`src/rtl/qpd_pkg.sv`:
```
`timescale 1ns / 1ps
// qpd_pkg: shared types, character constants and helpers for the
// quoted-printable byte decoder; used by qpd_decode, qpd_outbuf and the top level
package qpd_pkg;

    localparam logic [7:0] CH_EQ = 8'h3D;
    localparam logic [7:0] CH_LF = 8'h0A;
    localparam logic [7:0] CH_CR = 8'h0D;

    // most results one input word can cause
    localparam int unsigned MAX_RES = 3;

    typedef enum logic [1:0] {
        MODE_PLAIN = 2'd0,
        MODE_EQ    = 2'd1,
        MODE_HEX1  = 2'd2,
        MODE_EQCR  = 2'd3
    } t_mode;

    // results of one input word, handed from decoder to output buffer
    typedef struct packed {
        logic [1:0]                 cnt;
        logic [MAX_RES-1:0][7:0]    data;
        logic                       bare;
        logic                       send;
    } t_burst;

    // hex digit test: bit 4 set when the character is a hex digit
    function automatic logic [4:0] hex_value(input logic [7:0] c);
        logic [4:0] r;
        r = 5'b0;
        if (c inside {[8'h30:8'h39]}) begin
            r = {1'b1, c[3:0]};
        end else if (c inside {[8'h41:8'h46], [8'h61:8'h66]}) begin
            r = {1'b1, c[3:0] + 4'd9};
        end
        return r;
    endfunction

endpackage

```
`src/rtl/qpd_decode.sv`:
```
`timescale 1ns / 1ps
// qpd_decode: escape state register and the combinational decode of one word
// depends on qpd_pkg
module qpd_decode
    import qpd_pkg::*;
(
    input  logic        i_clk,
    input  logic        i_rst_n,
    input  logic        i_accept,
    input  logic [7:0]  i_data_byte,
    input  logic        i_end_mark,
    output t_burst      o_burst
);

    t_mode      r_mode;
    t_mode      n_mode;
    logic [3:0] r_nibble;
    logic [3:0] n_nibble;

    always_ff @(posedge i_clk) begin
        if (!i_rst_n) begin
            r_mode   <= MODE_PLAIN;
            r_nibble <= 4'd0;
        end else if (i_accept) begin
            r_mode   <= n_mode;
            r_nibble <= n_nibble;
        end
    end

    always_comb begin
        logic [1:0] k;
        logic [4:0] h;
        t_burst     b;
        k        = 2'd0;
        h        = hex_value(i_data_byte);
        b        = '0;
        n_mode   = r_mode;
        n_nibble = r_nibble;

        case (r_mode)
            MODE_PLAIN: begin
                if (i_data_byte == CH_EQ) begin
                    n_mode = MODE_EQ;
                end else begin
                    b.data[k] = i_data_byte;
                    k = k + 2'd1;
                end
            end
            MODE_EQ: begin
                n_mode = MODE_PLAIN;
                if (i_data_byte == CH_LF) begin
                    // soft line break
                end else if (i_data_byte == CH_CR) begin
                    n_mode = MODE_EQCR;
                end else if (i_data_byte == CH_EQ) begin
                    b.data[k] = CH_EQ;
                    k = k + 2'd1;
                end else if (h[4]) begin
                    n_nibble = h[3:0];
                    n_mode   = MODE_HEX1;
                end else begin
                    b.data[k] = CH_EQ;
                    k = k + 2'd1;
                    b.data[k] = i_data_byte;
                    k = k + 2'd1;
                end
            end
            MODE_HEX1: begin
                n_mode = MODE_PLAIN;
                // a non-hex second digit is swallowed, one-digit value sent
                b.data[k] = h[4] ? {r_nibble, h[3:0]} : {4'd0, r_nibble};
                k = k + 2'd1;
                n_nibble = 4'd0;
            end
            MODE_EQCR: begin
                n_mode = MODE_PLAIN;
                if (i_data_byte != CH_LF) begin
                    b.data[k] = CH_EQ;
                    k = k + 2'd1;
                    b.data[k] = CH_CR;
                    k = k + 2'd1;
                    if (i_data_byte == CH_EQ) begin
                        n_mode = MODE_EQ;
                    end else begin
                        b.data[k] = i_data_byte;
                        k = k + 2'd1;
                    end
                end
            end
            default: begin
                n_mode = MODE_PLAIN;
            end
        endcase

        if (i_end_mark) begin
            // flush a pending partial escape
            case (n_mode)
                MODE_EQ: begin
                    b.data[k] = CH_EQ;
                    k = k + 2'd1;
                end
                MODE_HEX1: begin
                    b.data[k] = {4'd0, n_nibble};
                    k = k + 2'd1;
                end
                MODE_EQCR: begin
                    b.data[k] = CH_EQ;
                    k = k + 2'd1;
                    b.data[k] = CH_CR;
                    k = k + 2'd1;
                end
                default: begin
                end
            endcase
            n_mode   = MODE_PLAIN;
            n_nibble = 4'd0;
            b.send   = 1'b1;
            if (k == 2'd0) begin
                b.bare = 1'b1;
                k      = 2'd1;
            end
        end

        b.cnt   = k;
        o_burst = b;
    end

endmodule

```
`src/rtl/qpd_outbuf.sv`:
```
`timescale 1ns / 1ps
// qpd_outbuf: result register holding up to three decoded words, drained one a cycle
// while i_ready is high; depends on qpd_pkg
module qpd_outbuf
    import qpd_pkg::*;
(
    input  logic        i_clk,
    input  logic        i_rst_n,
    input  logic        i_load,
    input  t_burst      i_burst,
    output logic        o_can_load,
    output logic        o_valid,
    input  logic        i_ready,
    output logic [7:0]  o_out_byte,
    output logic        o_byte_valid,
    output logic        o_last_of_run,
    output logic        o_stream_end
);

    logic [1:0]                 r_cnt;
    logic [1:0]                 r_idx;
    logic [MAX_RES-1:0][7:0]    r_data;
    logic                       r_bare;
    logic                       r_send;
    logic                       pop;

    assign o_valid    = (r_cnt != 2'd0);
    assign pop        = o_valid && i_ready;
    // free now, or the last word leaves this cycle
    assign o_can_load = (r_cnt == 2'd0) || ((r_cnt == 2'd1) && i_ready);

    always_ff @(posedge i_clk) begin
        if (!i_rst_n) begin
            r_cnt <= 2'd0;
            r_idx <= 2'd0;
        end else if (i_load && (i_burst.cnt != 2'd0)) begin
            r_cnt <= i_burst.cnt;
            r_idx <= 2'd0;
        end else if (pop) begin
            r_cnt <= r_cnt - 2'd1;
            r_idx <= r_idx + 2'd1;
        end
    end

    always_ff @(posedge i_clk) begin
        if (i_load && (i_burst.cnt != 2'd0)) begin
            r_data <= i_burst.data;
            r_bare <= i_burst.bare;
            r_send <= i_burst.send;
        end
    end

    assign o_out_byte    = r_bare ? 8'd0 : r_data[r_idx];
    assign o_byte_valid  = !r_bare;
    assign o_last_of_run = (r_cnt == 2'd1);
    assign o_stream_end  = r_send && (r_cnt == 2'd1);

endmodule

```
`src/rtl/quoted_printable_byte_decoder.sv`:
```
`timescale 1ns / 1ps
// quoted_printable_byte_decoder: top level of the quoted-printable byte decoder
// depends on qpd_pkg, qpd_decode, qpd_outbuf
//
// usage
// - input channel: i_valid / o_ready carry one encoded byte (i_data_byte) and
//   i_end_mark, set on the last byte of a stream
// - output channel: o_valid / i_ready carry decoded words; o_byte_valid is low
//   only for a bare end marker, o_last_of_run marks the final word caused by
//   one input byte, o_stream_end the final word of the stream
// - plain bytes pass through, "=XY" gives the encoded byte, "==" gives '=',
//   "=" LF and "=" CR LF are soft line breaks and give nothing
// - output timing: the first word of an input byte is registered and shows on
//   the output in the cycle after the byte is taken
// - throughput: one input byte per cycle while each byte gives at most one
//   word and the receiver is ready; a byte that gives two or three words holds
//   the input until its words drain, one word a cycle while i_ready is high
// - stall: while the receiver holds i_ready low the words stay put and the
//   input is taken only once the buffer is empty
// - reset (synchronous, active low) clears the escape state and the buffer
module quoted_printable_byte_decoder
    import qpd_pkg::*;
(
    input  logic        i_clk,
    input  logic        i_rst_n,
    input  logic        i_valid,
    output logic        o_ready,
    input  logic [7:0]  i_data_byte,
    input  logic        i_end_mark,
    output logic        o_valid,
    input  logic        i_ready,
    output logic [7:0]  o_out_byte,
    output logic        o_byte_valid,
    output logic        o_last_of_run,
    output logic        o_stream_end
);

    t_burst burst;
    logic   can_load;
    logic   accept;

    // take a byte when the result register is free or frees this cycle
    assign o_ready = can_load;
    assign accept  = i_valid && can_load;

    // escape state machine and per-byte decode
    qpd_decode u_decode (
        .i_clk       (i_clk),
        .i_rst_n     (i_rst_n),
        .i_accept    (accept),
        .i_data_byte (i_data_byte),
        .i_end_mark  (i_end_mark),
        .o_burst     (burst)
    );

    // result register, up to three words per input byte
    qpd_outbuf u_outbuf (
        .i_clk         (i_clk),
        .i_rst_n       (i_rst_n),
        .i_load        (accept),
        .i_burst       (burst),
        .o_can_load    (can_load),
        .o_valid       (o_valid),
        .i_ready       (i_ready),
        .o_out_byte    (o_out_byte),
        .o_byte_valid  (o_byte_valid),
        .o_last_of_run (o_last_of_run),
        .o_stream_end  (o_stream_end)
    );

endmodule

```
`config.mk`:
```
export PLATFORM = sky130hd
export DESIGN_NAME = quoted_printable_byte_decoder
export DESIGN_NICKNAME = d
export VERILOG_FILES = /design/src/rtl/qpd_pkg.sv /design/src/rtl/qpd_decode.sv /design/src/rtl/qpd_outbuf.sv /design/src/rtl/quoted_printable_byte_decoder.sv
export SDC_FILE = /design/constraint.sdc
export NUM_CORES = 1
export LEC_CHECK = 0
export BUFFER_PORTS_ARGS = -buffer_cell sky130_fd_sc_hd__buf_4
export CORE_ASPECT_RATIO = 0.75
export CORE_MARGIN = 2
export CORE_UTILIZATION = 45
export CTS_CLUSTER_DIAMETER = 30
export DETAILED_ROUTE_END_ITERATION = 6
export PLACE_DENSITY = 0.62
export SLEW_MARGIN = 40
export SYNTH_ARGS = -nofsm -noshare
export SYNTH_HDL_FRONTEND = slang
export SYNTH_SLANG_ARGS = --single-unit
```
`constraint.sdc`:
```
create_clock -name i_clk -period 4.45 [get_ports i_clk]
set_clock_uncertainty 0.05 [all_clocks]
set_input_delay 0.2225 -clock i_clk [delete_from_list [all_inputs] [get_ports i_clk]]
set_output_delay 0.2225 -clock i_clk [all_outputs]
set_load 0.01 [all_outputs]
```
### After elaboration in Yosys (flattened, before gate mapping)

Index checks and enable logic that the tools add are counted.

* bitwise gates (word level): 7
* reductions and logical operators: 21
* add/sub/neg operators: 5
* magnitude comparators: 11
* mux-type cells: 53
* eq/ne operators: 11

Operators by type and width (count)
* $mux W8: 9
* $pmux W24 S3: 1
* $mux W16: 3
* $mux W2: 17
* $demux W8 S2: 2
* $pmux W8 S4: 1
* $mux W26: 1
* $bwmux W24: 1
* $mux W24: 1
* $mux W4: 5
* $bmux W8 S2: 1
* $eq A8 B4 Y1 const B: 2
* $ge A8 B7 Y1 const B: 2
* $le A8 B7 Y1 const B: 2
* $pmux W2 S4: 2
* $pmux W8 S2: 1
* $and A15 B15 Y15: 1
* $not A15 Y15: 1
* $or A15 B15 Y15: 1
* $logic_and A1 B1 Y1: 10
* $mux W5: 2
* $and A9 B9 Y9: 1
* $lt A2 B3 Y1 const B: 3
* $not A9 Y9: 1
* other kinds (20): 37

* register bits after elaboration: 36
* output and inout bits: 13

### Logic depth before layout (Yosys ltp)

Gate-level depths: netlist (run 1).

* word-level depth: 20
* gate-level depth with buffers: 16
* gate-level depth less buffers: 15

### Cells and area by module

A second synthesis (run 1) with hierarchy kept.

* cell total of the unflattened synthesis: 364
* area total of the unflattened synthesis: 3011.6 um^2

By module, submodules not included
* qpd_decode: sequential area each 120.1 um^2, times used 1, area an instance 1742.9 um^2, cells an instance 271
* qpd_outbuf: sequential area each 860.8 um^2, times used 1, area an instance 1262.5 um^2, cells an instance 92
* quoted_printable_byte_decoder: sequential area each 0.0 um^2, times used 1, area an instance 6.3 um^2, cells an instance 1

### Worst setup path after synthesis (run 1)

No wires, ideal clock.

* kind: input to register
* from: in i_data_byte[0]
* to: reg u_outbuf.r_bare (enable)
* arrival: 3.259 ns
* library setup time: 0.384 ns
* cell stages on the path: 14
* required time: 4.016 ns
* setup slack: 0.757 ns
* cell sequence: inv_1 > ha_1 > nor2b_1 > o211ai_1 > a211oi_2 > a21oi_1 > or2_2 > ha_1 > o21a_1 > a21oi_1 > o22ai_1 > a21o_1 > a31oi_4 > or2_1

* word-level cells in the longest chain between the ends: 19

Ends and longest elaborated chain
* start, declared: line quoted_printable_byte_decoder.sv:28 `input logic [7:0] i_data_byte,`
* $ge A8 B7 Y1 or $le A8 B7 Y1 (tied branches): line qpd_pkg.sv:34 `end else if (c inside {[8'h41:8'h46], [8'h61:8'h66]}) begin`
* $logic_and A1 B1 Y1: line qpd_pkg.sv:34
* $reduce_bool A2 Y1: line qpd_pkg.sv:34
* $mux W5: line qpd_pkg.sv:34
* $mux W5: line qpd_pkg.sv:32 `if (c inside {[8'h30:8'h39]}) begin`
* $mux W2: line qpd_decode.sv:58 `end else if (h[4]) begin`
* $mux W2: line qpd_decode.sv:55 `end else if (i_data_byte == CH_EQ) begin`
* $mux W2: line qpd_decode.sv:53 `end else if (i_data_byte == CH_CR) begin`
* (+3 left out)
* $add A2 B1 Y2 or $reduce_or A2 Y1 (tied branches)
* $pmux W2 S2: line qpd_decode.sv:97 `case (n_mode)`
* $mux W2: line qpd_decode.sv:95 `if (i_end_mark) begin`
* $logic_not A2 Y1: line qpd_decode.sv:118 `if (k == 2'd0) begin`
* $mux W2: line qpd_decode.sv:118
* $mux W2 (*): line qpd_decode.sv:95
* $reduce_bool A2 Y1 (*): line qpd_outbuf.sv:46 `if (i_load && (i_burst.cnt != 2'd0)) begin`
* $logic_and A1 B1 Y1 (*): line qpd_outbuf.sv:46
* end signal, assigned: line qpd_outbuf.sv:48 `r_bare <= i_burst.bare;`
* end, declared: line qpd_outbuf.sv:23 `logic r_bare;`

Every way passes the cells marked *; elsewhere a longest branch is shown, timed or not. The select of a mux whose other input is x is not followed.
A chain may end at the register's enable or synchronous reset.

### Worst setup path in the final report (run 1)

* from: reg u_decode.r_mode[1]
* to: reg u_outbuf.r_data[2] in the netlist's numbering (enable)

* word-level cells in the longest chain between the ends: 11

Ends and longest elaborated chain
* start, declared: line qpd_decode.sv:15 `t_mode r_mode;`
* start signal, assigned: line qpd_decode.sv:25 `r_mode <= n_mode;`
* $eq A2 B2 Y1 (tied with other cells): line qpd_decode.sv:40 `case (r_mode)`
* $pmux W2 S4: line qpd_decode.sv:40
* $add A2 B1 Y2 (tied with other cells): line qpd_decode.sv:100, qpd_decode.sv:104, qpd_decode.sv:108
* $add A2 B1 Y2 or $reduce_or A2 Y1 (tied branches)
* $pmux W2 S2: line qpd_decode.sv:97
* $mux W2: line qpd_decode.sv:95
* $logic_not A2 Y1: line qpd_decode.sv:118
* $mux W2: line qpd_decode.sv:118
* $mux W2 (*): line qpd_decode.sv:95
* $reduce_bool A2 Y1 (*): line qpd_outbuf.sv:46
* $logic_and A1 B1 Y1 (*): line qpd_outbuf.sv:46
* end signal, assigned: line qpd_outbuf.sv:47 `r_data <= i_burst.data;`
* end, declared: line qpd_outbuf.sv:22 `logic [MAX_RES-1:0][7:0] r_data;`

Marks and branches as above.

==> impl_results.md, run 1 <==
- Share of layout cells above drive strength 1: 14.3%
- Iter 0 DRT Violations: 370
- Top_reg_cell synth: edfxtp_1
- Worst R2R End: u_outbuf.r_data[2]
- Core area: 0.00629 mm²
- Seq. cell area: 981 µm²
- Final nets: 401
- Row count: 25
- CP Launch Type: flip-flop
- Postcts setup bufs: 0
- Peak supply drop: 0.0897 mV
- Gates resized, CTS repair: 0
- CTS tree: yes
- Commonest non-fill, non-tap cell in the layout: nor2_1
- Worst Setup SP: u_decode.r_mode[1]
- Avg Inst Size Synth: 8.46 µm²
- Max Fclk: 255 MHz
- DRC viols: 0
- Asr flop ratio synth: 0%
- Final setup vio count: 0
- Vias per std cell: 5.99
- Largest net degree at the start of global routing: 27
- Routed len/inst: 17.6 µm
- Yosys top cell by area: edfxtp_1
- # hold bufs at CTS: 0
- N_diodes: 0
- Vias: 2,701
- YS warnings: 0
- Crit Path Max Fanout: 26
- Fin. max-slew vios: 0
- Die ar.: 0.00716 mm²
- Fin crit period: 3.92 ns
- CTS root buf: clkbuf_8
- Placer congestion estimate: 0.941
- Fill cells: 577
- CTS Buf Count: 5
- Power per Cell Area: 241 mW/mm²
- CTS sink cnt: 36
- Slew @ Worst Pin: 0.632 ns
- Setup TNS: 0 ns
- Worst path required time: 4.37 ns
- Slew headroom: 57.8%
- Syn nets: 377
- Crit path to: u_outbuf.r_data[2]
- Fin. Hold Viols: 0
- CTS HTree Levels: 2
- Starting Density: 46.4%
- Die width: 97.0 µm
- Congestion Overflow GR: 0
- Crit path capture type: flip-flop
- Die height: 73.8 µm
- Post-synth EDFFs: 26
- Worst reg2reg startpoint: u_decode.r_mode[1]
- Synth Cell Area: 0.00292 mm²
- Critical path class: flip-flop to flip-flop
- Crit share post-route: 88.1%
- Skew-Pair Late Insertion Delay: 0.31 ns
- Critical path arrival: 3.84 ns
- First-pass GRT wire length: 12.5 mm
- Top cell type's share of synthesized area: 26.7%
- Post-synthesis sequential area ratio: 33.6%
- Vias in the first global route: 2,374
- Final ANT Viol Nets: 0
- Ports: 26
- CTS clk-pin slew, worst paths: 0.08 ns
- Placed Cells: 443
- Syn-to-layout area delta: 12.0%
- R2R Setup Slk: 0.53 ns
- R2R depth: 14
- Status: finished, final reports clean
- Area of the multi-input gates: 0.00178 mm²
- Seq cells post-synth: 36
- Drt pass-1 iters: 5
- Longest Clk Path Bufs: 2
- Post-synthesis cell type count: 57
- Number of port buffers: 25
- GR Util All Layers: 22.5%
- Lkg Pwr: 0.00125 µW
- Routed WL: 7.92 mm
- RSZ-0062 raised after global routing: no
- Commonest cells after routing, fill and taps aside: nor2_1, a21oi_1, buf_4
- Finished Layout Cells: 451
- HP Class: input port to flip-flop
- Initial antenna violation count: 0
- Max Cap Viol: 0
- Cells after Synth: 345
- Ranking of synthesized cells by area: edfxtp_1, ha_1, dfxtp_1, a21oi_1, nor2_1
- Post-DP HPWL: 6.09 mm
-- logic make-up (layout without fill, tap and decap cells) --
| group | Yosys count | count (layout) | synth area share, % |
|---|---|---|---|
| simple gates | 124 | 124 | 21.3 |
| compound gates | 112 | 112 | 26.1 |
| buf+inv | 38 | 63 | 5.53 |
| flops | 36 | 36 | 33.6 |
| fa+ha+maj | 19 | 19 | 8.14 |
| mux | 12 | 12 | 4.11 |
| xor+xnor | 4 | 4 | 1.20 |
-- stage by stage --
| step | util [%] | hold WS (ns) | area (µm²) | setup slack, ns | total power, µW |
|---|---|---|---|---|---|
| after floorplan | - | 0.271 | 2920 | 0.757 | 488 |
| after global placement | 50.6 | 0.440 | 3180 | 0.463 | 545 |
| after detailed placement | 50.6 | 0.446 | 3180 | 0.358 | 547 |
| after CTS | 52.0 | 0.145 | 3270 | 0.606 | 788 |
| after global routing | 52.0 | 0.145 | 3270 | 0.312 | 826 |
| final | 52.0 | 0.153 | 3270 | 0.528 | 788 |
-- power by group --
group | switching [µW] | internal, µW
Combinational | 84.4 | 60.7
Sequential | 9.38 | 384
Clock | 140 | 110
Total | 233 | 554
-- how the worst min path moves through the flow --
| stage | from | end | slack [ns] | cells after the start |
|---|---|---|---|---|
| 2_1_floorplan | i_end_mark | u_outbuf.r_send | 0.27 | 0 |
| 3_3_place_gp | i_end_mark | u_outbuf.r_send | 0.44 | 1 |
| 3_5_place_dp | i_end_mark | u_outbuf.r_send | 0.45 | 1 |
| 4_1_cts | i_end_mark | u_outbuf.r_send | 0.15 | 1 |
| 5_1_grt | i_end_mark | u_outbuf.r_send | 0.15 | 1 |
| 6_report | i_end_mark | u_outbuf.r_send | 0.15 | 1 |
-- flip-flops by register name (all words and copies together), names as in the netlist --
name,count
u_outbuf.r_bare,1
u_outbuf.r_idx,2
u_outbuf.r_data,24
u_outbuf.r_send,1
u_decode.r_nibble,4
u_outbuf.r_cnt,2
u_decode.r_mode,2
-- worst max-delay path, cell delays in order, from the launching register on --
cell      delay [ns]
dfxtp_1         0.36
inv_1           0.09
ha_1            0.30
inv_1           0.12
a211oi_2        0.57
a21oi_1         0.17
or2_2           0.35
ha_1            0.27
o21a_1          0.21
a21oi_1         0.16
o22ai_1         0.11
a21o_1          0.20
a31oi_4         0.19
or2_1           0.13
buf_4           0.29
-- cell usage after synthesis, drive strengths merged, types with 8 or more instances --
cell and instances:
mux2i 12, nand2 22, dfxtp 10, edfxtp 26
nand2b 9, nor2 42, nor2b 8, o22ai 10
a31oi 8, clkbuf 9, nor3 10, inv 24
o21ai 18, a21oi 37, nand3 14, ha 19
-- area by class of cell --
cell class	count	area share, %
flip-flops and latches	36	30.0
repair buffers	31	7.12
multi-input cells	271	54.4
well taps	81	3.10
clock buffers	5	2.10
clock inverters	3	0.536
inverters	24	2.76
-- routing by layer --
layer	GRT usage [%]	share of wire, %	up-vias
met5	0	0	-
met4	5.32	1.4	0
met3	4.28	8.2	13
met2	33.5	41	140
met1	33.7	49	1241
li1	-	-	1307
No activity file was read; power rests on OpenSTA's default activity.
==> run 2, diff against run 1 <==
--- a/config.mk
+++ b/config.mk
@@ -6,9 +6,11 @@
 export NUM_CORES = 1
 export LEC_CHECK = 0
 export BUFFER_PORTS_ARGS = -buffer_cell sky130_fd_sc_hd__buf_4
+export CAP_MARGIN = 0
 export CORE_ASPECT_RATIO = 0.75
 export CORE_MARGIN = 2
 export CORE_UTILIZATION = 45
+export CTS_BUF_LIST = sky130_fd_sc_hd__clkbuf_8
 export CTS_CLUSTER_DIAMETER = 30
 export DETAILED_ROUTE_END_ITERATION = 6
 export PLACE_DENSITY = 0.62
==> constraint.sdc (replaced) <==
create_clock -name i_clk -period 4.1 [get_ports i_clk]
set_clock_uncertainty 0.05 [all_clocks]
set_input_delay 0.205 -clock i_clk [delete_from_list [all_inputs] [get_ports i_clk]]
set_output_delay 0.205 -clock i_clk [all_outputs]
set_load 0.01 [all_outputs]
==> run 2 against run 1 <==
  * First-iteration DRC count decreased by 24%
  * Clock power increased by 4%
  * Cell count increased by 0.44%
  * Die area unchanged
  * Routed wire length increased by 1.6%
  * Count of clock-buffer cells in the layout unchanged
  * Global-route usage increased by 0.56 points
  * Critical path depth increased by 3
  * Largest power group unchanged
==> impl_results.md, run 2 (synthesis gave the netlist of run 1 again) <==
- Post-DP HPWL: 6.20 mm (+1.8%)
- Worst R2R End: u_outbuf.r_data[0]
- Fin crit period: 3.71 ns
- Commonest cells after routing, fill and taps aside: nor2_1, a21oi_1, buf_4
- Largest net degree at the start of global routing: 27 (unchanged)
- Syn-to-layout area delta: 12.9%
- Fill cells: 613 (+6.2%)
- HP Class: input port to flip-flop
- CTS tree: yes
- Die height: 73.8 µm (unchanged)
- Vias per std cell: 6.02 (+0.52%)
- Ports: 26 (unchanged)
- Congestion Overflow GR: 0 (unchanged)
- Reg with most FFs: u_outbuf.r_data
- # hold bufs at CTS: 0 (unchanged)
- Number of port buffers: 25 (unchanged)
- Crit Path Max Fanout: 26 (unchanged)
- Crit share post-route: 90.5%
- DRC viols: 0 (unchanged)
- Worst path required time: 4.04 ns (-0.33 ns)
- Min-Delay Endpoint: u_outbuf.r_send
- CTS HTree Levels: 2 (unchanged)
- Routed WL: 8.05 mm (+1.6%)
- Worst path slowest cell: a21oi_1
- Max reg flops: 24 (unchanged)
- Initial antenna violation count: 0 (unchanged)
- Die ar.: 0.00716 mm² (unchanged)
- Starting Density: 46.4% (unchanged)
- Core area: 0.00629 mm² (unchanged)
- Max Fclk: 270 MHz
- CP Launch Type: input port
- Commonest non-fill, non-tap cell in the layout: nor2_1
- Iter 0 DRT Violations: 280 (-24%)
- R2R depth: 14 (unchanged)
- Status: finished, final reports clean
- Fin. max-slew vios: 0 (unchanged)
- Share of layout cells above drive strength 1: 14.8% (+0.46 points)
- Vias: 2,727 (+0.96%)
- CTS clk-pin slew, worst paths: 0.06 ns (-0.02 ns)
- Final setup vio count: 0 (unchanged)
- Crit path capture type: flip-flop
- Drt pass-1 iters: 5 (unchanged)
- Max Cap Viol: 0 (unchanged)
- N_diodes: 0 (unchanged)
- R2R Setup Slk: 0.57 ns (+0.04 ns)
- Slew headroom: 62.9% (+5.2 points)
- Worst hold start: i_end_mark
- Hold depth: 1 (unchanged)
- Die width: 97.0 µm (unchanged)
- Critical path class: input port to flip-flop
- Critical path arrival: 3.65 ns (-0.19 ns)
- Total Power: 849 µW (+7.8%)
- CP dominant cell by count: a21oi_1
- Slew @ Worst Pin: 0.555 ns (-0.0769 ns)
- Row count: 25 (unchanged)
- Placer congestion estimate: 0.957 (+1.8%)
- GR Util All Layers: 23.0% (+0.56 points)
- CTS Buf Count: 5 (unchanged)
- Worst reg2reg startpoint: u_decode.r_mode[1]
- First-pass GRT wire length: 12.8 mm (+2.3%)
- RSZ-0062 raised after global routing: no
- Skew-Pair Late Insertion Delay: 0.30 ns (about the same)
- Fin util: 52.4% (+0.42 points)
- Fin. Hold Viols: 0 (unchanged)
- CTS root buf: clkbuf_8
- Vias in the first global route: 2,463 (+3.7%)
- Regs by FF count: u_outbuf.r_data: 24 flops, u_decode.r_nibble: 4 flops
- Longest Clk Path Bufs: 2 (unchanged)
- Placed Cells: 445 (+0.45%)
- Setup TNS: 0 ns (unchanged)
- Lkg Pwr: 0.00126 µW (+1.0%)
- Power per Cell Area: 258 mW/mm² (+6.9%)
- CTS sink cnt: 36 (unchanged)
- Finished Layout Cells: 453 (+0.44%)
- Critical path's largest stage delay: 0.46 ns (-0.11 ns)
- Routed len/inst: 17.8 µm (+1.2%)
- Peak supply drop: 0.118 mV (+31%)
- Final nets: 403 (+0.50%)
- CP cell instances: buf_4, inv_1, ha_1, o21bai_1, a21oi_2, a21oi_1, a21oi_1, or2_2, inv_1, ha_1, nand2b_1, nand2b_1, a21oi_1, a21oi_1, nor2_1, or2_1, buf_12
- Final ANT Viol Nets: 0 (unchanged)
- Postcts setup bufs: 0 (unchanged)
- Gates resized, CTS repair: 0 (unchanged)
-- run 2: cell type report --
cell class | instances | area [µm²] | area share, %
multi-input cells | 271 | 1780 | 53.9
flip-flops and latches | 36 | 981 | 29.8
clock buffers | 5 | 68.8 | 2.09
clock inverters | 3 | 16.3 | 0.494
repair buffers | 33 | 260 | 7.90
inverters | 24 | 90.1 | 2.73
well taps | 81 | 101 | 3.08
-- run 2: routing by layer --
metal | track usage [%] | share of wire (%)
met1 | 33.9 | 47
met2 | 34.0 | 41
met3 | 4.09 | 8.5
met4 | 8.29 | 3.6
met5 | 0 | 0
-- run 2: how the worst max path moves through the flow --
stage	from	to	slack, ns
final	i_data_byte[1]	u_outbuf.r_data[0]	0.39
after global placement	i_data_byte[0]	u_outbuf.r_data[22]	0.37
after global routing	i_data_byte[0]	u_outbuf.r_data[3]	0.13
after floorplan	i_data_byte[0]	u_outbuf.r_bare	0.42
after detailed placement	i_data_byte[0]	u_outbuf.r_data[13]	0.11
after CTS	i_data_byte[0]	u_outbuf.r_data[0]	0.42
-- run 2: stage by stage --
stage	setup slack [ns]	hold slack (ns)	area, µm²
floorplan	0.424	0.254	2920
global placement	0.371	0.427	3210
detailed placement	0.115	0.419	3210
CTS	0.418	0.123	3300
global route	0.129	0.130	3300
finish	0.390	0.129	3300
-- run 2: worst max-delay path, delay by kind of cell --
kind	cells	cell delay, ns
AOI/OAI and AO/OA	6	1.34
and+or+nand+nor	5	1.12
buffers and inverters	4	0.50
adders and majority gates	2	0.48
-- run 2: power breakdown --
group	internal, µW	switching (µW)	total [µW]	leakage, µW
Clock	117	143	260	0.0000453
Sequential	417	10.5	427	0.000337
Combinational	69.0	93.0	162	0.000878
Total	602	247	849	0.00126
==> run 3, diff against run 2 <==
--- a/config.mk
+++ b/config.mk
@@ -9,11 +9,13 @@
 export CAP_MARGIN = 0
 export CORE_ASPECT_RATIO = 0.75
 export CORE_MARGIN = 2
-export CORE_UTILIZATION = 45
+export CORE_UTILIZATION = 60
 export CTS_BUF_LIST = sky130_fd_sc_hd__clkbuf_8
 export CTS_CLUSTER_DIAMETER = 30
+export CTS_CLUSTER_SIZE = 40
 export DETAILED_ROUTE_END_ITERATION = 6
-export PLACE_DENSITY = 0.62
+export MAX_ROUTING_LAYER = met4
+export PLACE_DENSITY = 0.79
 export SLEW_MARGIN = 40
 export SYNTH_ARGS = -nofsm -noshare
 export SYNTH_HDL_FRONTEND = slang
==> run 3 against run 2 <==
  * The run now ends with design-rule violations left
  * Register-to-register slack worse by 0.30 ns
  * Sequential cell count stayed put
  * Maximum frequency is 3.1% lower
  * Power is 6.7% higher
  * Sequential share of layout area is 0.24 points higher
  * Count of clock-buffer cells in the layout stayed put
  * Global-route usage is 7.0 points higher
  * Combinational power hardly changed
  * First-iteration DRC count is 15% higher
  * Sequential power hardly changed
  * Setup slack worse by 0.12 ns
  * Design area is 0.80% lower
==> impl_results.md, run 3 (synthesis gave the netlist of run 1 again) <==
- Worst path required time: 4.04 ns (about the same)
- Core area: 0.00457 mm² (-27%)
- CTS tree: yes
- GR Util All Layers: 30.0% (+7.0 points)
- Fin. Hold Viols: 0 (unchanged)
- Initial antenna violation count: 0 (unchanged)
- Longest Clk Path Bufs: 2 (unchanged)
- Crit share post-route: 93.4% (+2.9 points)
- Setup TNS: 0 ns (unchanged)
- Crit path capture type: flip-flop
- Reg with most FFs: u_outbuf.r_data
- DRC viols: 6 (+6)
- Largest net degree at the start of global routing: 27 (unchanged)
- Slew headroom: 58.2% (-4.7 points)
- Final ANT Viol Nets: 0 (unchanged)
- Postcts setup bufs: 0 (unchanged)
- Gates resized, CTS repair: 0 (unchanged)
- HP Class: input port to flip-flop
- Share of layout cells above drive strength 1: 14.4% (-0.42 points)
- CTS Buf Count: 5 (unchanged)
- Post-DP HPWL: 5.83 mm (-5.9%)
- Die ar.: 0.00545 mm² (-24%)
- Power per Cell Area: 277 mW/mm² (+7.6%)
- Critical path arrival: 3.77 ns (+0.12 ns)
- Min Hold Slack: 0.120 ns (-0.00934 ns)
- First-pass GRT wire length: 12.3 mm (-3.7%)
- Peak supply drop: 0.160 mV (+36%)
- Commonest cells after routing, fill and taps aside: nor2_1, a21oi_1, buf_4
- Vias in the first global route: 2,427 (-1.5%)
- Max Fclk: 261 MHz (-3.1%)
- RSZ-0062 raised after global routing: no
- Vias: 2,692 (-1.3%)
- CTS clk-pin slew, worst paths: 0.08 ns (+0.02 ns)
- Row count: 21 (-16%)
- Die height: 64.4 µm (-13%)
- CTS root buf: clkbuf_8
- Fin crit period: 3.83 ns (+0.117 ns)
- Area of the multi-input gates: 0.00178 mm² (unchanged)
- Crit Path Max Fanout: 26 (unchanged)
- Status: finished with violations
- Routed len/inst: 18.0 µm (+1.3%)
- CP cell instances: inv_1, ha_1, inv_1, a211oi_2, a21oi_1, or2_2, ha_1, o21a_1, a21oi_1, o22ai_1, a21o_1, a31oi_4, or2_1, buf_12
- Routed WL: 7.67 mm (-4.7%)
- Fill cells: 357 (-42%)
- # hold bufs at CTS: 0 (unchanged)
- Starting Density: 63.9% (+17 points)
- Die width: 84.6 µm (-13%)
- Slew @ Worst Pin: 0.625 ns (+0.0699 ns)
- Commonest non-fill, non-tap cell in the layout: nor2_1
- Regs by FF count: u_outbuf.r_data: 24 flops, u_decode.r_nibble: 4 flops
- Syn-to-layout area delta: 12.0%
- Vias per std cell: 6.32 (+5.0%)
- Max reg flops: 24 (unchanged)
- Seq. cell area: 981 µm² (unchanged)
- Congestion Overflow GR: 0 (unchanged)
- N_diodes: 0 (unchanged)
- CTS sink cnt: 36 (unchanged)
- Skew-Pair Late Insertion Delay: 0.29 ns (about the same)
- Failing checks: design-rule violations
- Final nets: 400 (-0.74%)
- Critical path class: flip-flop to flip-flop
- Max Cap Viol: 0 (unchanged)
- CP Launch Type: flip-flop
- Cell family with the largest share of critical-path delay: compound AO/OA/AOI/OAI gates
- Placer congestion estimate: 1.00 (+4.8%)
- Number of port buffers: 25 (unchanged)
- Drt pass-1 iters: 7 (+2)
- Fin. max-slew vios: 0 (unchanged)
- Worst path slowest cell: a211oi_2
- Iter 0 DRT Violations: 321 (+15%)
- Buf/Inv on CP: 3 (-1)
- Ports: 26 (unchanged)
- CTS HTree Levels: 2 (unchanged)
- Lkg Pwr: 0.00126 µW (-0.40%)
- Final setup vio count: 0 (unchanged)
- Critical path's largest stage delay: 0.56 ns (+0.10 ns)
run 3: changes by cell type in the layout (fill, tap and decap cells not counted), sizes merged:
| cell | change |
|---|---|
| buf | -3 |
| bufinv | +1 |
| inv | -1 |
run 3: final timing paths:
check | depth (start not counted) | end | slack [ns] | startpoint
worst max register to register | 14 | u_outbuf.r_data[0] | 0.27 | u_decode.r_mode[1]
worst min register to register | 2 | u_decode.r_mode[1] | 0.48 | u_decode.r_mode[1]
worst min-delay path | 1 | u_outbuf.r_send | 0.12 | i_end_mark
worst max-delay path | 14 | u_outbuf.r_data[0] | 0.27 | u_decode.r_mode[1]
run 3: cell type report:
type                            count  area share [%]
Clock buffer                        5            2.10
Sequential cell                    36            30.0
Multi-Input combinational cell    271            54.4
Tap cell                           57            2.18
Timing Repair Buffer               30            7.27
Inverter                           24            2.76
Clock inverter                      3            1.30
run 3: metrics by stage:
| stage | instances | setup WS [ns] | util (%) | area, µm² | total power [µW] |
|---|---|---|---|---|---|
| 2_1_floorplan | 345 | 0.424 | - | 2920 | 529 |
| 3_3_place_gp | 418 | 0.304 | 69.1 | 3160 | 592 |
| 3_5_place_dp | 418 | 0.177 | 69.1 | 3160 | 597 |
| 4_1_cts | 426 | 0.338 | 71.5 | 3270 | 908 |
| 5_1_grt | 426 | 0.0336 | 71.5 | 3270 | 944 |
| 6_report | 426 | 0.272 | 71.5 | 3270 | 906 |
run 3: metal layers:
metal | wire length, µm | global-route usage [%] | part of all wire [%]
met1 | 3480 | 43.0 | 45
met2 | 3320 | 43.5 | 43
met3 | 769 | 6.62 | 10
met4 | 99 | 7.74 | 1.3
met5 | 0 | - | 0
run 3: where the power goes:
part	leakage (µW)	switching (µW)	internal, µW
combinational	0.000864	94.4	69.0
clock	0.0000541	136	180
sequential	0.000337	10.5	417
